$ cat src/fcv_pkg.sv
// shared types and constants of the full linear convolution unit
package fcv_pkg;

  localparam int VAL_W    = 16;  // q1.15 sample and coefficient
  localparam int IDX_W    = 5;   // coefficient index field
  localparam int LEN_W    = 6;   // kernel length register
  localparam int PROD_W   = 32;  // q2.30 product
  localparam int OUT_W    = 37;  // result with guard bits
  localparam int GRP_SIZE = 8;   // products added per first-level group

  localparam logic [LEN_W-1:0] LEN_RESET = LEN_W'(1);

  localparam logic signed [OUT_W-1:0] OUT_MAX = {1'b0, {(OUT_W-1){1'b1}}};
  localparam logic signed [OUT_W-1:0] OUT_MIN = {1'b1, {(OUT_W-1){1'b0}}};

  typedef enum logic {
    ACT_LOAD   = 1'b0,
    ACT_SAMPLE = 1'b1
  } action_t;

  typedef enum logic {
    ST_RUN   = 1'b0,
    ST_FLUSH = 1'b1
  } front_state_t;

  typedef struct packed {
    logic vld;
    logic last;
  } stage_ctl_t;

endpackage

$ cat src/fcv_if.sv


interface fcv_out_if import fcv_pkg::*; ();
  logic                    valid;
  logic                    ready;
  logic signed [OUT_W-1:0] result_value;
  logic                    last_result;

  modport src  (output valid, output result_value, output last_result, input ready);
  modport sink (input valid, input result_value, input last_result, output ready);
endinterface

$ cat src/fcv_tree.sv
// registered adder tree over the tap products, saturation and result register
module fcv_tree import fcv_pkg::*; #(
  parameter int TAPS = 32
) (
  input  logic                     clk,
  input  logic                     rst_n,
  input  logic signed [PROD_W-1:0] prod [TAPS],
  input  stage_ctl_t               in_ctl,
  output logic                     in_ready,
  fcv_out_if.src                   out_ch
);

  localparam int NGRP  = (TAPS + GRP_SIZE - 1) / GRP_SIZE;
  localparam int RAW_W = PROD_W + $clog2(TAPS);
  localparam int SUM_W = (RAW_W > OUT_W) ? RAW_W : OUT_W;

  localparam logic signed [SUM_W-1:0] SAT_MAX = SUM_W'(OUT_MAX);
  localparam logic signed [SUM_W-1:0] SAT_MIN = SUM_W'(OUT_MIN);

  logic signed [SUM_W-1:0] grp_nxt [NGRP];
  logic signed [SUM_W-1:0] grp_r   [NGRP];
  stage_ctl_t              gctl_r;

  logic signed [SUM_W-1:0] total;
  logic signed [OUT_W-1:0] sat_val;
  logic                    out_adv;

  logic                    out_vld_r;
  logic                    out_last_r;
  logic signed [OUT_W-1:0] out_val_r;

  assign out_adv  = !out_vld_r || out_ch.ready;
  assign in_ready = !gctl_r.vld || out_adv;

  // first level: groups of products, padded taps past the end count as zero
  always_comb begin
    for (int g = 0; g < NGRP; g++) begin
      grp_nxt[g] = '0;
      for (int j = 0; j < GRP_SIZE; j++) begin
        if (g * GRP_SIZE + j < TAPS) begin
          grp_nxt[g] = grp_nxt[g] + SUM_W'(prod[g * GRP_SIZE + j]);
        end
      end
    end
  end

  always_comb begin
    total = '0;
    for (int g = 0; g < NGRP; g++) begin
      total = total + grp_r[g];
    end
    if (total > SAT_MAX) begin
      sat_val = OUT_MAX;
    end else if (total < SAT_MIN) begin
      sat_val = OUT_MIN;
    end else begin
      sat_val = total[OUT_W-1:0];
    end
  end

  always_ff @(posedge clk) begin
    if (!rst_n) begin
      gctl_r <= '0;
    end else if (in_ready) begin
      gctl_r <= in_ctl;
    end
  end

  always_ff @(posedge clk) begin
    if (in_ready && in_ctl.vld) begin
      grp_r <= grp_nxt;
    end
  end

  always_ff @(posedge clk) begin
    if (!rst_n) begin
      out_vld_r  <= 1'b0;
      out_last_r <= 1'b0;
    end else if (out_adv) begin
      out_vld_r  <= gctl_r.vld;
      out_last_r <= gctl_r.last;
    end
  end

  always_ff @(posedge clk) begin
    if (out_adv && gctl_r.vld) begin
      out_val_r <= sat_val;
    end
  end

  assign out_ch.valid        = out_vld_r;
  assign out_ch.result_value = out_val_r;
  assign out_ch.last_result  = out_last_r;

`ifndef SYNTHESIS
  a_grp_take: assert property (@(posedge clk) disable iff (!rst_n)
    in_ctl.vld && in_ready |=> gctl_r.vld)
    else $error("group stage lost an item");

  a_out_take: assert property (@(posedge clk) disable iff (!rst_n)
    gctl_r.vld && out_adv |=> out_vld_r)
    else $error("result register lost an item");

  a_out_hold: assert property (@(posedge clk) disable iff (!rst_n)
    out_vld_r && !out_ch.ready |=>
      out_vld_r && $stable(out_val_r) && $stable(out_last_r))
    else $error("result changed while stalled");
`endif

endmodule

$ cat src/flat_wrapper.sv
// flat-port wrapper written by rule: the top's interface ports become plain ports
module fcv_tree_flat import fcv_pkg::*;
#(
  parameter int TAPS = 32
)
  (clk, rst_n, prod, in_ctl, in_ready, out_ch_valid, out_ch_result_value, out_ch_last_result, out_ch_ready);
  fcv_out_if out_ch_i ();
  input  logic clk;
  input  logic rst_n;
  input  logic signed [PROD_W-1:0] prod[TAPS];
  input  stage_ctl_t in_ctl;
  output logic in_ready;
  output wire logic [$bits(out_ch_i.valid)-1:0] out_ch_valid;
  output wire logic [$bits(out_ch_i.result_value)-1:0] out_ch_result_value;
  output wire logic [$bits(out_ch_i.last_result)-1:0] out_ch_last_result;
  input wire logic [$bits(out_ch_i.ready)-1:0] out_ch_ready;
  assign out_ch_valid = out_ch_i.valid;
  assign out_ch_result_value = out_ch_i.result_value;
  assign out_ch_last_result = out_ch_i.last_result;
  assign out_ch_i.ready = out_ch_ready;
  fcv_tree #(.TAPS(TAPS)) u_core (.clk(clk), .rst_n(rst_n), .prod(prod), .in_ctl(in_ctl), .in_ready(in_ready), .out_ch(out_ch_i));
endmodule
$ cat config.mk
export PLATFORM = sky130hd
export DESIGN_NAME = fcv_tree_flat
export DESIGN_NICKNAME = d
export VERILOG_FILES = /design/src/fcv_pkg.sv /design/src/fcv_if.sv /design/src/fcv_tree.sv /design/src/flat_wrapper.sv
export SDC_FILE = /design/constraint.sdc
export NUM_CORES = 2
export LEC_CHECK = 0
export BUFFER_PORTS_ARGS = -buffer_cell sky130_fd_sc_hd__buf_2
export CORE_AREA = 5 5 413 415
export CTS_CLUSTER_DIAMETER = 60
export CTS_CLUSTER_SIZE = 8
export DETAILED_ROUTE_END_ITERATION = 10
export DIE_AREA = 0 0 418 420
export PLACE_DENSITY = 0.43
export SYNTH_ARGS = -nofsm -noshare
export SYNTH_HDL_FRONTEND = slang
export SYNTH_SLANG_ARGS = --single-unit
$ cat constraint.sdc
create_clock -name clk -period 13.4 [get_ports clk]
set_clock_uncertainty 0.1 [all_clocks]
set_input_delay 4.02 -clock clk [delete_from_list [all_inputs] [get_ports clk]]
set_output_delay 4.02 -clock clk [all_outputs]
set_load 0.03 [all_outputs]
## After elaboration in Yosys (flattened, before gate mapping)

Index checks and enable logic that the tools add are counted.

| cells by class | value |
|---|---|
| reduce and logical (&&, ||, !) cells | 6 |
| $lt $le $gt $ge | 2 |
| $add $sub $neg | 31 |
| multiplexer cells | 1 |

Operator list:

| kind | count |
|---|---|
| 37-bit by 32-bit adder with 37-bit output | 20 |
| 33-bit by 32-bit adder with 34-bit output | 4 |
| 32-bit by 32-bit adder with 33-bit output | 4 |
| 37-bit adder | 3 |
| 37-bit greater-than comparator, second input constant | 1 |
| 37-bit less-than comparator, second input constant | 1 |
| 37-bit two-way mux | 1 |
| 1-bit logical AND | 2 |
| 1-bit zero test | 2 |
| 1-bit logical OR | 2 |

| word-level totals | value |
|---|---|
| flip-flop bits (word level) | 189 |
| logic and storage cells | 49 |
| bits of input ports | 1,029 |

## Logic depth before layout (Yosys ltp)

| logic depth | value |
|---|---|
| word-level depth | 7 |
| mapped depth | 30 |
| gate-level depth less buffers | 29 |

## Least setup slack after synthesis

OpenSTA, ideal clock, no wires.

| timing | value |
|---|---|
| path type | input to register |
| start | input prod[161] (netlist bit) |
| end | register u_core.grp_r[34] (netlist bit), data pin |
| arrival time | 10.294 ns |
| path buffers | 0 |
| setup slack | 2.748 ns |
| cell stages on the path | 26 |
| setup time | 0.258 ns |
| data required time | 13.042 ns |
| path through | fa_1 ha_1 inv_1 fa_1 nand2b_1 a21oi_1 o22ai_1 o221ai_1 a21oi_1 o21ai_0 xnor2_1 fa_1 fa_1 fa_1 inv_1 ha_1 a21o_1 a221oi_1 o21ai_0 nand3b_1 o21a_1 o41ai_1 o21ai_0 o21a_1 nor2_1 xnor2_1 |

RTL lines:

| element | RTL line | text |
|---|---|---|
| start: declaration | flat_wrapper.sv:10 | `input logic signed [PROD_W-1:0] prod[TAPS];` |
| end signal: assignment | fcv_tree.sv:71 | `grp_r <= grp_nxt;` |
| end: declaration | fcv_tree.sv:21 | `logic signed [SUM_W-1:0] grp_r [NGRP];` |

==> reports/metrics.sh <==
DRC=0
DOMINANTREGCELLSYNTH='edfxtp_1'
ROUTE.LAYER.MET1.WL_MICRONS=61520
ANTENNA_FOUND_INITIAL=52
SYNTH.CELL_AREA_SQ_UM=37360
FIN_TNS_SETUP_PS=0
STATUS='finished clean'
SYNTH_ENABLE_FLOP_CELLS=185
PERIOD_MINUS_SLACK_PS=12250
MAX_CAP_VIOLATIONS=0
PORT_BUFFERS=1068
FLOORPLAN.ROWS=150
ROUTED_VIA_COUNT=29890
POST-SYNTH-TOP-AREA-CELL='fa_1'
YOSYS-TOP-CELLS-AREA='fa_1 (40%), edfxtp_1 (15%), ha_1 (10%), inv_1 (8.8%), xnor2_1 (4.1%)'
POSTSYNTHAREAPERCELL_SQ_UM=10.19
SEQUENTIAL_CELL_AREA_FRACTION_IN_THE_YOSYS_REPORT=0.1508
AREA.GROWTH.SYNTH_TO_FINAL_PCT=23.36
POSTSYNTHNETCOUNT=5739
R2R_CELLS=16
WORST_SETUP_PATH_STARTPOINT='prod[681]'
HTREEDEPTH=4
FINISH.UTILIZATION=0.2772
DETAIL_ROUTE.WL_PER_CELL_MICRONS=21.48
DIE_H_MICRONS=420
LAYOUT.NETS=6813
KIND_OF_START_POINT_OF_THE_CRITICAL_PATH='input pin'
CRITICAL_PATH_PEAK_FANOUT=5
MAXCLOCKFREQUENCY_MHz=81.64
CELL_WITH_THE_LARGEST_STAGE_DELAY_ON_THE_WORST_PATH='nor3_1'
SYNTH.LIB_CELLS_USED.DISTINCT=69
POST_CTS_RESIZE_COUNT=0
GRT_FIRST_PASS_WIRELENGTH_MICRONS=212700
COREAREA_SQ_UM=166300
CP_COMMON_CELL='fa_1'
YOSYS.AREA.TOP_TYPE_SHARE=0.3965
GRT_UTIL_ALL_LAYERS=0.1669
PRE_CTS_SLACK_PS=440.6
WORST-PATH-STAGES=27
NUMBER_OF_GLOBAL_ROUTE_VIAS_BEFORE_REPAIR=32040
FINALMAXSLEWVIOLATIONS=0
CRITPATHCAPTURETYPE='register'
FIN_WS_PS=1151
FINALCRITPERIODSHARE=0.9141
TRITONCTS='done'
ANTENNA_VIOLATING_NETS_POST_ROUTE=0
DRT-VIAS-PER-INSTANCE=4.285
TIMING.CRITICAL_PATH.TO='u_core.grp_r[109]$_DFFE_PP_'
OVERFLOW=0
MET3WIRELENGTH_MICRONS=8150
CTS_BUFFER_DEPTH=2
CTS_HOLD_REPAIR.BUFFERS=0
EFFECTIVE_UTILIZATION_AT_FLOORPLAN=0.2247
WORST_R2R_SETUP_SLACK_PS=8160
DIE_W_MICRONS=418
WORST_R2R_ENDPOINT='u_core.out_ch.result_value[35]$_SDFFCE_PN1P_'
DRIVE_ABOVE_1_SHARE=0.2386
WORST_PATH_DOMINANT_CELL_FAMILY='adder cells'
DP.FINAL_HPWL_MICRONS=140500
SYNTH.YOSYS.WARNINGS=0
WORST_PATH_LARGEST_CELL_DELAY_PS=730
SETUP_REPAIR_AFTER_GLOBAL_ROUTING_MISSED_ITS_MARGIN='false'
FINALSETUPVIOLCOUNT=0
MOST-COMMON-LAYOUT-CELLS='buf_2 (1068), inv_1 (872), fa_1 (740), ha_1 (304), a21oi_1 (220)'
HP-CLASS='reg2reg'
TIMING.CRITICAL_PATH.BUF_INV=2
DRT_ITER0_MARKERS=1525
DRT-TOTAL-WL_MICRONS=149800
CRITPATHKIND='in2reg'
CLKSINKCOUNT=189
PLACE.DETAILED.INSTANCES=6925
PIN_COUNT_OF_THE_BIGGEST_NET_ENTERING_GLOBAL_ROUTING=110
CLK_ROOT_BUFFER_CELL='clkbuf_16'
FLOORPLAN.DIE_AREA_SQ_UM=175600
TIMING_WORST_SLEW_PIN_VALUE_PS=1017
NUMBER_OF_FLIP_FLOPS_AND_LATCHES_IN_THE_SYNTHESIZED_NETLIST=189
CRITICAL_PATH_REQUIRED_PS=13560
MOSTFREQUENTLAYOUTCELL='buf_2'
SLEW-LIMIT-HEADROOM=0.3130
CLKTRANSATPATHREGS_PS=80
FLOORPLAN.IO_PINS=1069
CTS_SETUP_BUFFERS=0
TRITONCTS.NUM_BUFFERS=17
SYN_INST=3666
ARRIVAL_PS=12410
NUMBER_OF_ITERATIONS_IN_THE_FIRST_DETAILED_ROUTING_PASS=8
TOP_LAYER_USED='met5'
CLK_LAT_WORST_SKEW_PS=500
GP_CONGESTION=0.9190
SYNTHARSTFLOPSHARE=0
FINAL_HOLD_VIOL_COUNT=0
DR_WL_MET2_MICRONS=78330
INSTANCES_NO_FILL=6974
R2R_START='u_core.grp_r[75]$_DFFE_PP_'
## worst reg2reg max path, cell delays in order, from the launching register on
cell	delay (ps)
edfxtp_1	380
inv_1	90
fa_1	430
fa_1	490
inv_1	40
ha_1	220
fa_1	500
a211oi_1	310
o21a_1	240
nor4_1	80
o31ai_1	730
a31oi_1	310
a21o_1	270
o211ai_1	340
o21ai_0	170
a21oi_1	220
xnor2_1	90
## sequential cells by signal (all words and copies together) (netlist names)
name	count
u_core.grp_r	148
u_core.out_ch.result_value	37
u_core.gctl_r	2
u_core.out_ch.last_result	1
u_core.out_ch.valid	1
## cells by family after synthesis
kind of cell,synth area share
and+or+nand+nor,0.07086
AOI/OAI and AO/OA,0.1286
DFF,0.1508
buffers and inverters,0.08961
xor gates and xnor gates,0.06071
muxes,0.001072
adders and majority gates,0.4983
## routing by layer
| layer | GRT usage | vias to the layer above |
|---|---|---|
| li1 | - | 14060 |
| met1 | 0.2113 | 14900 |
| met2 | 0.3023 | 797 |
| met3 | 0.03014 | 102 |
| met4 | 0.02466 | 26 |
| met5 | 0 | - |
## how the worst min path moves through the flow
stage,from,end,slack (ps),cells past startpoint
after floorplan,u_core.gctl_r[0]$_SDFFE_PN0N_,u_core.gctl_r[0]$_SDFFE_PN0N_,360,2
after global placement,u_core.gctl_r[0]$_SDFFE_PN0N_,u_core.gctl_r[0]$_SDFFE_PN0N_,380,2
after detailed placement,u_core.gctl_r[0]$_SDFFE_PN0N_,u_core.gctl_r[0]$_SDFFE_PN0N_,400,2
after CTS,u_core.gctl_r[0]$_SDFFE_PN0N_,u_core.gctl_r[0]$_SDFFE_PN0N_,410,2
after global routing,u_core.gctl_r[0]$_SDFFE_PN0N_,u_core.gctl_r[0]$_SDFFE_PN0N_,430,2
final,u_core.gctl_r[0]$_SDFFE_PN0N_,u_core.gctl_r[0]$_SDFFE_PN0N_,400,2
## cell usage after synthesis (all sizes together), types with 8 or more instances
cell and instances:
edfxtp 185, nor4 9, nand2 102, or2 10, or3 8, a21boi 9
clkbuf 20, and2 13, a31oi 33, nand2b 46, a211oi 31, o21a 42
xnor2 174, fa 740, o41ai 9, and3 18, o31ai 15, nand3 56
a21oi 220, nor2b 43, nand4 22, o211ai 14, a21o 117, o21ai 131
ha 304, inv 872, xor2 85, nor2 151, nor3 40, o21bai 40
## metrics by stage
| step | hold slack (ps) | area [sq um] |
|---|---|---|
| 6_report | 401.0 | 46090 |
| 5_1_grt | 431.4 | 46080 |
| 4_1_cts | 414.7 | 46050 |
| 3_5_place_dp | 403.5 | 45470 |
| 3_3_place_gp | 382.0 | 45470 |
| 2_1_floorplan | 364.8 | 37360 |
## final cells by class
| cell class | instances | area, sq um |
|---|---|---|
| clock buffers | 19 | 442.9 |
| diodes | 18 | 45.04 |
| well taps | 2204 | 2758 |
| clock inverters | 12 | 138.9 |
| inverters | 872 | 3273 |
| multi-input cells | 2585 | 28390 |
| fillers | 17920 | 120200 |
| flip-flops and latches | 189 | 5635 |
| repair buffers | 1075 | 5410 |
Power is left out: the tool's default activity adds up to more than one toggle a clock period on the data nets, which glitch-free logic cannot reach.
